===== config.mk =====
export PLATFORM = sky130hd
export DESIGN_NAME = sprite_pixel_tint_blend_flat
export DESIGN_NICKNAME = d
export VERILOG_FILES = /design/src/rtl/sptb_pkg.sv /design/src/rtl/sptb_in_if.sv /design/src/rtl/sptb_out_if.sv /design/src/rtl/sprite_pixel_tint_blend.sv /design/src/flat_wrapper.sv
export VERILOG_INCLUDE_DIRS = /design/src /design/src/rtl
export SDC_FILE = /design/constraint.sdc
export NUM_CORES = 2
export LEC_CHECK = 0
export ABC_AREA = 0
export BUFFER_PORTS_ARGS = -buffer_cell sky130_fd_sc_hd__buf_4
export CORE_UTILIZATION = 65
export DETAILED_ROUTE_END_ITERATION = 7
export PLACE_DENSITY_LB_ADDON = 0.1
export SLEW_MARGIN = 5
export SYNTH_ARGS = -nofsm -noshare
export SYNTH_HDL_FRONTEND = slang
export SYNTH_SLANG_ARGS = --single-unit

===== constraint.sdc =====
create_clock -name clk -period 15 [get_ports clk]
set_input_delay 3 -clock clk [delete_from_list [all_inputs] [get_ports clk]]
set_output_delay 3 -clock clk [all_outputs]
set_load 0.005 [all_outputs]

===== src/rtl/sprite_pixel_tint_blend_defines.svh =====
// Assertion macros shared by the sprite pixel tint and blend RTL.
`ifndef SPRITE_PIXEL_TINT_BLEND_DEFINES_SVH
`define SPRITE_PIXEL_TINT_BLEND_DEFINES_SVH

// Same-cycle implication, disabled while reset is asserted.
`define SPTB_ASSERT_NOW(label, clk, rst_n, ante, cons, msg) \
    label: assert property (@(posedge clk) disable iff (!rst_n) (ante) |-> (cons)) \
        else $error(msg);

// Next-cycle implication, disabled while reset is asserted.
`define SPTB_ASSERT_NEXT(label, clk, rst_n, ante, cons, msg) \
    label: assert property (@(posedge clk) disable iff (!rst_n) (ante) |=> (cons)) \
        else $error(msg);

`endif


===== src/rtl/sptb_pkg.sv =====
// Package with widths, register indexes, a pixel type and a helper function of the tint and blend block.
`default_nettype none

package sptb_pkg;

    // Payload and register widths.
    localparam int unsigned PIX_W   = 32;
    localparam int unsigned COORD_W = 12;
    localparam int unsigned CHAN_W  = 8;
    localparam int unsigned CLIP_W  = 13;
    localparam int unsigned PROD_W  = 16;
    localparam int unsigned CFG_IDX_W  = 3;
    localparam int unsigned CFG_DATA_W = 13;

    // Configuration register indexes.
    localparam logic [CFG_IDX_W-1:0] REG_TINT_RED     = 3'd0;
    localparam logic [CFG_IDX_W-1:0] REG_TINT_GREEN   = 3'd1;
    localparam logic [CFG_IDX_W-1:0] REG_TINT_BLUE    = 3'd2;
    localparam logic [CFG_IDX_W-1:0] REG_GLOBAL_ALPHA = 3'd3;
    localparam logic [CFG_IDX_W-1:0] REG_CLIP_LEFT    = 3'd4;
    localparam logic [CFG_IDX_W-1:0] REG_CLIP_TOP     = 3'd5;
    localparam logic [CFG_IDX_W-1:0] REG_CLIP_RIGHT   = 3'd6;
    localparam logic [CFG_IDX_W-1:0] REG_CLIP_BOTTOM  = 3'd7;

    localparam logic [CHAN_W-1:0] CHAN_MAX = 8'hFF;
    localparam logic [CLIP_W-1:0] CLIP_MAX = 13'd4096;

    // One ARGB pixel split into channels.
    typedef struct packed {
        logic [CHAN_W-1:0] a;
        logic [CHAN_W-1:0] r;
        logic [CHAN_W-1:0] g;
        logic [CHAN_W-1:0] b;
    } argb_t;

    // Truncated divide by 255 of a product of two bytes (exact up to 65279).
    function automatic logic [CHAN_W-1:0] div255(input logic [PROD_W-1:0] x);
        logic [PROD_W:0] t;
        t = {1'b0, x} + {9'd0, x[PROD_W-1:CHAN_W]} + 17'd1;
        return t[PROD_W-1:CHAN_W];
    endfunction

endpackage

`default_nettype wire


===== src/rtl/sptb_in_if.sv =====
// Input channel: texel, destination pixel and target coordinates.
`default_nettype none

interface sptb_in_if;
    logic                              valid;
    logic                              ready;
    logic [sptb_pkg::PIX_W-1:0]        texel;
    logic [sptb_pkg::PIX_W-1:0]        dest_pixel;
    logic [sptb_pkg::COORD_W-1:0]      pixel_x;
    logic [sptb_pkg::COORD_W-1:0]      pixel_y;

    modport source (output valid, texel, dest_pixel, pixel_x, pixel_y, input ready);
    modport sink   (input valid, texel, dest_pixel, pixel_x, pixel_y, output ready);
endinterface

`default_nettype wire


===== src/rtl/sptb_out_if.sv =====
// Output channel: write flag and new framebuffer pixel.
`default_nettype none

interface sptb_out_if;
    logic                          valid;
    logic                          ready;
    logic                          write_enable;
    logic [sptb_pkg::PIX_W-1:0]    pixel_out;

    modport source (output valid, write_enable, pixel_out, input ready);
    modport sink   (input valid, write_enable, pixel_out, output ready);
endinterface

`default_nettype wire


===== src/rtl/sprite_pixel_tint_blend.sv =====
// Top level of the sprite pixel tint and source-over blend pipeline.
//
// Usage:
// - pix_in carries one item per accepted handshake: an ARGB texel, the current
//   framebuffer pixel at the target and the target column and row.
// - pix_out returns exactly one item per input item, in order: write_enable and
//   the new ARGB pixel (0 when write_enable is low).
// - The configuration port writes tint, global alpha and clip registers; the user
//   must write it only while the pipeline is empty; the block does not enforce this.
// - The datapath is four register stages (multiply, divide by 255, blend
//   multiply, final divide); one item is accepted every cycle while the
//   output is not stalled.
// - When the receiver stalls, the whole pipeline holds and pix_in.ready is low
//   until the output register is taken; no item is lost or repeated.
// - Reset empties the pipeline and loads identity tint, opaque global alpha
//   and a clip rectangle covering the full 4096 by 4096 area.
`default_nettype none
`include "sprite_pixel_tint_blend_defines.svh"

module sprite_pixel_tint_blend #(
    parameter int unsigned FB_WIDTH  = 4096,
    parameter int unsigned FB_HEIGHT = 4096
) (
    input  wire logic                                clk,
    input  wire logic                                rst_n,
    sptb_in_if.sink                                  pix_in,
    sptb_out_if.source                               pix_out,
    input  wire logic                                cfg_we,
    input  wire logic [sptb_pkg::CFG_IDX_W-1:0]      cfg_index,
    input  wire logic [sptb_pkg::CFG_DATA_W-1:0]     cfg_data
);

    localparam int unsigned CW = sptb_pkg::CHAN_W;
    localparam int unsigned PW = sptb_pkg::PROD_W;
    localparam int unsigned LW = sptb_pkg::CLIP_W;
    localparam logic [LW-1:0] FB_W_LIM = LW'(FB_WIDTH);
    localparam logic [LW-1:0] FB_H_LIM = LW'(FB_HEIGHT);

    // Configuration registers.
    logic [CW-1:0] tint_r_reg, tint_g_reg, tint_b_reg, galpha_reg;
    logic [LW-1:0] clip_l_reg, clip_t_reg, clip_r_reg, clip_b_reg;

    always_ff @(posedge clk or negedge rst_n)
    begin
        if (!rst_n)
        begin
            tint_r_reg <= sptb_pkg::CHAN_MAX;
            tint_g_reg <= sptb_pkg::CHAN_MAX;
            tint_b_reg <= sptb_pkg::CHAN_MAX;
            galpha_reg <= sptb_pkg::CHAN_MAX;
            clip_l_reg <= '0;
            clip_t_reg <= '0;
            clip_r_reg <= sptb_pkg::CLIP_MAX;
            clip_b_reg <= sptb_pkg::CLIP_MAX;
        end
        else if (cfg_we)
        begin
            unique case (cfg_index)
                sptb_pkg::REG_TINT_RED:     tint_r_reg <= cfg_data[CW-1:0];
                sptb_pkg::REG_TINT_GREEN:   tint_g_reg <= cfg_data[CW-1:0];
                sptb_pkg::REG_TINT_BLUE:    tint_b_reg <= cfg_data[CW-1:0];
                sptb_pkg::REG_GLOBAL_ALPHA: galpha_reg <= cfg_data[CW-1:0];
                sptb_pkg::REG_CLIP_LEFT:    clip_l_reg <= cfg_data;
                sptb_pkg::REG_CLIP_TOP:     clip_t_reg <= cfg_data;
                sptb_pkg::REG_CLIP_RIGHT:   clip_r_reg <= cfg_data;
                sptb_pkg::REG_CLIP_BOTTOM:  clip_b_reg <= cfg_data;
                default: ;
            endcase
        end
    end

    // The whole pipeline moves when the output register is empty or taken.
    logic adv;
    logic out_valid_reg;
    assign adv          = !out_valid_reg || pix_out.ready;
    assign pix_in.ready = adv;

    // ---------------- Stage A: visibility and tint/alpha products ----------------
    logic                a_valid_reg, a_valid_next;
    logic                a_wr_reg, a_wr_next;
    logic                a_tint_id_reg, a_tint_id_next;
    logic                a_ga_id_reg, a_ga_id_next;
    sptb_pkg::argb_t     a_texel_reg, a_texel_next;
    sptb_pkg::argb_t     a_dest_reg, a_dest_next;
    logic [PW-1:0]       a_pa_reg, a_pr_reg, a_pg_reg, a_pb_reg;
    logic [PW-1:0]       a_pa_next, a_pr_next, a_pg_next, a_pb_next;
    logic [LW-1:0]       px_ext, py_ext;
    logic                in_frame, in_clip;

    always_comb
    begin
        px_ext       = {1'b0, pix_in.pixel_x};
        py_ext       = {1'b0, pix_in.pixel_y};
        in_frame     = (px_ext < FB_W_LIM) && (py_ext < FB_H_LIM);
        in_clip      = (px_ext >= clip_l_reg) && (px_ext < clip_r_reg) &&
                       (py_ext >= clip_t_reg) && (py_ext < clip_b_reg);
        a_texel_next = pix_in.texel;
        a_dest_next  = pix_in.dest_pixel;
        a_valid_next = pix_in.valid;
        a_wr_next    = in_frame && in_clip && (a_texel_next.a != '0);
        a_tint_id_next = (tint_r_reg == sptb_pkg::CHAN_MAX) &&
                         (tint_g_reg == sptb_pkg::CHAN_MAX) &&
                         (tint_b_reg == sptb_pkg::CHAN_MAX);
        a_ga_id_next = (galpha_reg == sptb_pkg::CHAN_MAX);
        a_pa_next    = PW'(a_texel_next.a) * PW'(galpha_reg);
        a_pr_next    = PW'(a_texel_next.r) * PW'(tint_r_reg);
        a_pg_next    = PW'(a_texel_next.g) * PW'(tint_g_reg);
        a_pb_next    = PW'(a_texel_next.b) * PW'(tint_b_reg);
    end

    // ---------------- Stage B: divide products by 255, select ----------------
    logic                b_valid_reg, b_valid_next;
    logic                b_wr_reg, b_wr_next;
    sptb_pkg::argb_t     b_src_reg, b_src_next;
    sptb_pkg::argb_t     b_dest_reg, b_dest_next;

    always_comb
    begin
        b_valid_next = a_valid_reg;
        b_wr_next    = a_wr_reg;
        b_dest_next  = a_dest_reg;
        b_src_next.a = a_ga_id_reg ? a_texel_reg.a : sptb_pkg::div255(a_pa_reg);
        b_src_next.r = a_tint_id_reg ? a_texel_reg.r : sptb_pkg::div255(a_pr_reg);
        b_src_next.g = a_tint_id_reg ? a_texel_reg.g : sptb_pkg::div255(a_pg_reg);
        b_src_next.b = a_tint_id_reg ? a_texel_reg.b : sptb_pkg::div255(a_pb_reg);
    end

    // ---------------- Stage C: source-over weighted sums ----------------
    logic                c_valid_reg, c_valid_next;
    logic                c_wr_reg, c_wr_next;
    logic                c_opaque_reg, c_opaque_next;
    sptb_pkg::argb_t     c_src_reg, c_src_next;
    logic [PW-1:0]       c_sr_reg, c_sg_reg, c_sb_reg, c_da_reg;
    logic [PW-1:0]       c_sr_next, c_sg_next, c_sb_next, c_da_next;
    logic [CW-1:0]       inv_a;

    always_comb
    begin
        inv_a         = sptb_pkg::CHAN_MAX - b_src_reg.a;
        c_valid_next  = b_valid_reg;
        c_wr_next     = b_wr_reg;
        c_src_next    = b_src_reg;
        c_opaque_next = (b_src_reg.a == sptb_pkg::CHAN_MAX);
        // The two weights add up to 255, so each sum fits in 16 bits.
        c_sr_next = PW'(b_src_reg.r) * PW'(b_src_reg.a) + PW'(b_dest_reg.r) * PW'(inv_a);
        c_sg_next = PW'(b_src_reg.g) * PW'(b_src_reg.a) + PW'(b_dest_reg.g) * PW'(inv_a);
        c_sb_next = PW'(b_src_reg.b) * PW'(b_src_reg.a) + PW'(b_dest_reg.b) * PW'(inv_a);
        c_da_next = PW'(b_dest_reg.a) * PW'(inv_a);
    end

    // ---------------- Stage D: final divide, pack, output register ----------------
    logic                out_valid_next;
    logic                out_we_reg, out_we_next;
    logic [sptb_pkg::PIX_W-1:0] out_pix_reg, out_pix_next;
    sptb_pkg::argb_t     blend;

    always_comb
    begin
        blend.a = c_src_reg.a + sptb_pkg::div255(c_da_reg);
        blend.r = sptb_pkg::div255(c_sr_reg);
        blend.g = sptb_pkg::div255(c_sg_reg);
        blend.b = sptb_pkg::div255(c_sb_reg);
        out_valid_next = c_valid_reg;
        out_we_next    = c_wr_reg;
        if (!c_wr_reg)
        begin
            out_pix_next = '0;
        end
        else if (c_opaque_reg)
        begin
            out_pix_next = c_src_reg;
        end
        else
        begin
            out_pix_next = blend;
        end
    end

    // Valid bits of every stage.
    always_ff @(posedge clk or negedge rst_n)
    begin
        if (!rst_n)
        begin
            a_valid_reg   <= 1'b0;
            b_valid_reg   <= 1'b0;
            c_valid_reg   <= 1'b0;
            out_valid_reg <= 1'b0;
        end
        else if (adv)
        begin
            a_valid_reg   <= a_valid_next;
            b_valid_reg   <= b_valid_next;
            c_valid_reg   <= c_valid_next;
            out_valid_reg <= out_valid_next;
        end
    end

    // Payload of every stage.
    always_ff @(posedge clk)
    begin
        if (adv)
        begin
            a_wr_reg      <= a_wr_next;
            a_tint_id_reg <= a_tint_id_next;
            a_ga_id_reg   <= a_ga_id_next;
            a_texel_reg   <= a_texel_next;
            a_dest_reg    <= a_dest_next;
            a_pa_reg      <= a_pa_next;
            a_pr_reg      <= a_pr_next;
            a_pg_reg      <= a_pg_next;
            a_pb_reg      <= a_pb_next;
            b_wr_reg      <= b_wr_next;
            b_src_reg     <= b_src_next;
            b_dest_reg    <= b_dest_next;
            c_wr_reg      <= c_wr_next;
            c_opaque_reg  <= c_opaque_next;
            c_src_reg     <= c_src_next;
            c_sr_reg      <= c_sr_next;
            c_sg_reg      <= c_sg_next;
            c_sb_reg      <= c_sb_next;
            c_da_reg      <= c_da_next;
            out_we_reg    <= out_we_next;
            out_pix_reg   <= out_pix_next;
        end
    end

    assign pix_out.valid        = out_valid_reg;
    assign pix_out.write_enable = out_we_reg;
    assign pix_out.pixel_out    = out_pix_reg;

    // Assertions.
    `SPTB_ASSERT_NOW(a_skip_pixel_zero, clk, rst_n,
        out_valid_reg && !out_we_reg, out_pix_reg == '0,
        "skipped item carries a nonzero pixel")
    `SPTB_ASSERT_NOW(a_ready_only_on_stall, clk, rst_n,
        !pix_in.ready, out_valid_reg && !pix_out.ready,
        "input not ready without an output stall")
    `SPTB_ASSERT_NOW(a_write_needs_alpha, clk, rst_n,
        a_valid_reg && a_wr_reg, a_texel_reg.a != '0,
        "write flagged for a transparent texel")
    `SPTB_ASSERT_NEXT(a_stall_holds_stages, clk, rst_n,
        out_valid_reg && !pix_out.ready,
        $stable(a_valid_reg) && $stable(b_valid_reg) && $stable(c_valid_reg),
        "pipeline stage moved during a stall")

endmodule

`default_nettype wire


===== src/flat_wrapper.sv =====
// flat-port wrapper written by rule: the top's interface ports become plain ports
module sprite_pixel_tint_blend_flat 
#(
    parameter int unsigned FB_WIDTH  = 4096,
    parameter int unsigned FB_HEIGHT = 4096
)
  (clk, rst_n, cfg_we, cfg_index, cfg_data, pix_in_valid, pix_in_texel, pix_in_dest_pixel, pix_in_pixel_x, pix_in_pixel_y, pix_in_ready, pix_out_valid, pix_out_write_enable, pix_out_pixel_out, pix_out_ready);
  sptb_in_if pix_in_i ();
  sptb_out_if pix_out_i ();
  input  wire logic clk;
  input  wire logic rst_n;
  input  wire logic cfg_we;
  input  wire logic [sptb_pkg::CFG_IDX_W-1:0] cfg_index;
  input  wire logic [sptb_pkg::CFG_DATA_W-1:0] cfg_data;
  input wire logic [$bits(pix_in_i.valid)-1:0] pix_in_valid;
  input wire logic [$bits(pix_in_i.texel)-1:0] pix_in_texel;
  input wire logic [$bits(pix_in_i.dest_pixel)-1:0] pix_in_dest_pixel;
  input wire logic [$bits(pix_in_i.pixel_x)-1:0] pix_in_pixel_x;
  input wire logic [$bits(pix_in_i.pixel_y)-1:0] pix_in_pixel_y;
  output wire logic [$bits(pix_in_i.ready)-1:0] pix_in_ready;
  output wire logic [$bits(pix_out_i.valid)-1:0] pix_out_valid;
  output wire logic [$bits(pix_out_i.write_enable)-1:0] pix_out_write_enable;
  output wire logic [$bits(pix_out_i.pixel_out)-1:0] pix_out_pixel_out;
  input wire logic [$bits(pix_out_i.ready)-1:0] pix_out_ready;
  assign pix_in_i.valid = pix_in_valid;
  assign pix_in_i.texel = pix_in_texel;
  assign pix_in_i.dest_pixel = pix_in_dest_pixel;
  assign pix_in_i.pixel_x = pix_in_pixel_x;
  assign pix_in_i.pixel_y = pix_in_pixel_y;
  assign pix_in_ready = pix_in_i.ready;
  assign pix_out_valid = pix_out_i.valid;
  assign pix_out_write_enable = pix_out_i.write_enable;
  assign pix_out_pixel_out = pix_out_i.pixel_out;
  assign pix_out_i.ready = pix_out_ready;
  sprite_pixel_tint_blend #(.FB_WIDTH(FB_WIDTH), .FB_HEIGHT(FB_HEIGHT)) u_core (.clk(clk), .rst_n(rst_n), .pix_in(pix_in_i), .pix_out(pix_out_i), .cfg_we(cfg_we), .cfg_index(cfg_index), .cfg_data(cfg_data));
endmodule

==> results.sh <==
export IMPL_fin_crit_sh_pct=45.2
export IMPL_synth_area_sq_um=40900
export IMPL_cts_sinks=415
export IMPL_clkLatencyLatePin_ns=0.60
export IMPL_hold_viol_final=0
export IMPL_synth_fa_ha_area_share_pct=37.5
export IMPL_fin_skew_ns=0.0241
export IMPL_timing_rr_start="u_core.b_src_reg[31]"
export IMPL_ctsHoldBuffers=0
export IMPL_endpoint_kind="flop"
export IMPL_yosys_cell_types_count=66
export IMPL_syn_inst=3845
export IMPL_ys_seq_area_share_pct=29.5
export IMPL_startpoint="u_core.b_src_reg[31]"
export IMPL_grt_overflow=0
export IMPL_hold_class="flop to flop"
export IMPL_register_area_sq_um=12100
export IMPL_yosysWarnings=0
export IMPL_cp_num_cells=19
export IMPL_synth_most_common_cell="inv_1"
export IMPL_fillerInstances=4660
export IMPL_finalSetupTns_ns=0
export IMPL_post_cts_buffers=0
export IMPL_grt_usage_pct=27.2
export IMPL_syn_area_per_cell_sq_um=10.6
export IMPL_multi_input_area_sq_um=25800
export IMPL_final_layout_size_suffix_gt1_share_pct=9.65
export IMPL_fmax_mhz=147
export IMPL_synth_compound_area_share_pct=5.86
export IMPL_clkTransAtPathRegs_ns=0.06
export IMPL_h_tree_depth=2
export IMPL_synth_common_cells="inv_1 (695), ha_1 (475), fa_1 (469)"
export IMPL_drv_slew=0
export IMPL_die_h_um=253
export IMPL_drtAntennaViolNets=0
export IMPL_slew_headroom_pct=22.5
export IMPL_slowest_delay_ns=1.02
export IMPL_r2r_cells=19
export IMPL_status="finished, final reports clean"
export IMPL_io_buffers=143
export IMPL_ioPinCount=144
export IMPL_clockRootBuffer="clkbuf_16"
export IMPL_synth_top_area_share_pct=24.0
export IMPL_hold_start="u_core.a_dest_reg[3]"
export IMPL_async_flop_share_pct=21.2
export IMPL_clockBufferDepth=3
export IMPL_dr_pass1_iters=5
export IMPL_min_period_ns=6.79
export IMPL_setup_worst_path_start_class="flop"
export IMPL_via_per_inst=5.49
export IMPL_synthXorXnorAreaFrac_pct=3.42
export IMPL_start_util_pct=66.0
export IMPL_dr_first_iter_drc_count=1483
export IMPL_vias=26500
export IMPL_drc=0
export IMPL_wire_per_inst_um=17.2
export IMPL_cts_tree="done"
export IMPL_synth_edf_count=327
export IMPL_critical_path_buf_inv_count=4
export IMPL_grt_max_degree=162
export IMPL_wl_mm=82.9
export IMPL_setup_viol=0
export IMPL_nets=5001
export IMPL_antenna_found_initial=4
export IMPL_synth_top_family_by_area="adder cells"
export IMPL_num_rows=91
export IMPL_hold_depth=0
export IMPL_area_growth_pct=8.76
export IMPL_yosys_area_share_simple_pct=13.9
export IMPL_crit_top_cell="fa_1"
export IMPL_gp_congestion=0.844
export IMPL_die_area_sq_um=63900
export IMPL_yosysTopAreaCell="edfxtp_1"
export IMPL_worst_ep_arrival_time_ns=7.12
export IMPL_crit_fanout=40
export IMPL_grt_pass1_wl_mm=138
export IMPL_critPathTopFamily="adder cells"
export IMPL_worstMarginPinSlew_ns=1.16
export IMPL_fp_coreArea_sq_um=61900
export IMPL_rsz0062_at_grt="no"
export IMPL_maxCapViolations=0
export IMPL_cp_slowest_cell="edfxtp_1"
export IMPL_synthFlopType="edfxtp_1"
export IMPL_synth_area_leaders="edfxtp_1 (24%), fa_1 (23%), ha_1 (15%), inv_1 (6.4%), and2_1 (4.0%)"
export IMPL_muxShareOfSynthArea_pct=2.41
export IMPL_worstPathCellList="buf_4 > nand2_1 > fa_1 > fa_1 > inv_1 > fa_1 > fa_1 > fa_1 > inv_1 > fa_1 > inv_1 > ha_1 > o21ai_0 > nand2b_1 > a31o_2 > a21oi_1 > nor2b_1 > o41ai_1 > xnor2_1"
export IMPL_grt_pass1_vias=27100
export IMPL_die_x_um=253
export IMPL_cts_resized=0
export IMPL_synth_seq_cells=415
export IMPL_place_hpwl_mm=62.2
export IMPL_cts_buffers=49
export IMPL_path_class="flop to flop"
export IMPL_cp_data_required_time_ns=15.33
==> area by class of cell <==
class	count	area share, %
flip-flops and latches	415	27.1
diodes	2	0.0113
clock buffers	56	2.89
inverters	695	5.86
repair buffers	159	2.71
multi-input cells	2628	58.1
clock inverters	36	0.970
well taps	837	2.35
==> metrics by stage <==
stage / setup WS [ns] / hold WS [ns] / instances / area, sq um / utilization [%]
2_1_floorplan: 1.07 / 0.400 / 3847 / 40900 / -
3_3_place_gp: 7.83 / 0.402 / 4734 / 42800 / 69.0
3_5_place_dp: 7.75 / 0.405 / 4734 / 42800 / 69.0
4_1_cts: 8.23 / 0.412 / 4826 / 44500 / 71.8
5_1_grt: 7.83 / 0.422 / 4826 / 44500 / 71.8
6_report: 8.21 / 0.412 / 4828 / 44500 / 71.8
==> worst paths after layout <==
| kind | slack [ns] | end |
|---|---|---|
| setup / recovery | 8.21 | u_core.c_sb_reg[14] |
| hold / removal | 0.41 | u_core.b_dest_reg[3] |
| setup reg to reg | 8.21 | u_core.c_sb_reg[14] |
| hold reg to reg | 0.41 | u_core.b_dest_reg[3] |
| max in group asynchronous | 11.59 | u_core.clip_l_reg[12] |
| min in group asynchronous | 2.53 | u_core.tint_r_reg[7] |
==> logic make-up (layout without fill, tap and decap cells) <==
logic type,after synthesis,after routing
flops,415,415
compound gates,374,374
buf+inv,804,946
xor+xnor,158,158
simple gates,1061,1061
other cells,1,5
fa+ha+maj,944,944
mux,88,88
==> routing by layer <==
layer  up-vias  global-route usage, %  wire (um)
li1      12600                      -          -
met2       645                   44.8      39200
met4         8                   6.87       1750
met1     13100                   38.5      37400
met3       107                   3.46       4500
met5         -                      0         56
==> cells in the final DEF (no fill, tap or decap), drive strengths merged, types with 8 or more instances in the layout <==
master	count
nand2b	90
o21a	31
nor2	73
o21ai	107
or2	8
ha	475
nand2	287
bufinv	8
and2	264
a21oi	112
or3	9
nor3	24
nand3	42
nor4	9
a21o	34
mux2	85
fa	469
a211oi	13
xor2	51
a31oi	8
clkinv	22
nand4	32
dfstp	34
a2111oi	9
nor2b	201
dfrtp	54
edfxtp	327
buf	159
xnor2	106
clkbuf	56
o211ai	14
and3	9
inv	698
Power is not shown: default switching activity piles up to over one toggle a cycle in this logic, so the estimate is an artifact.
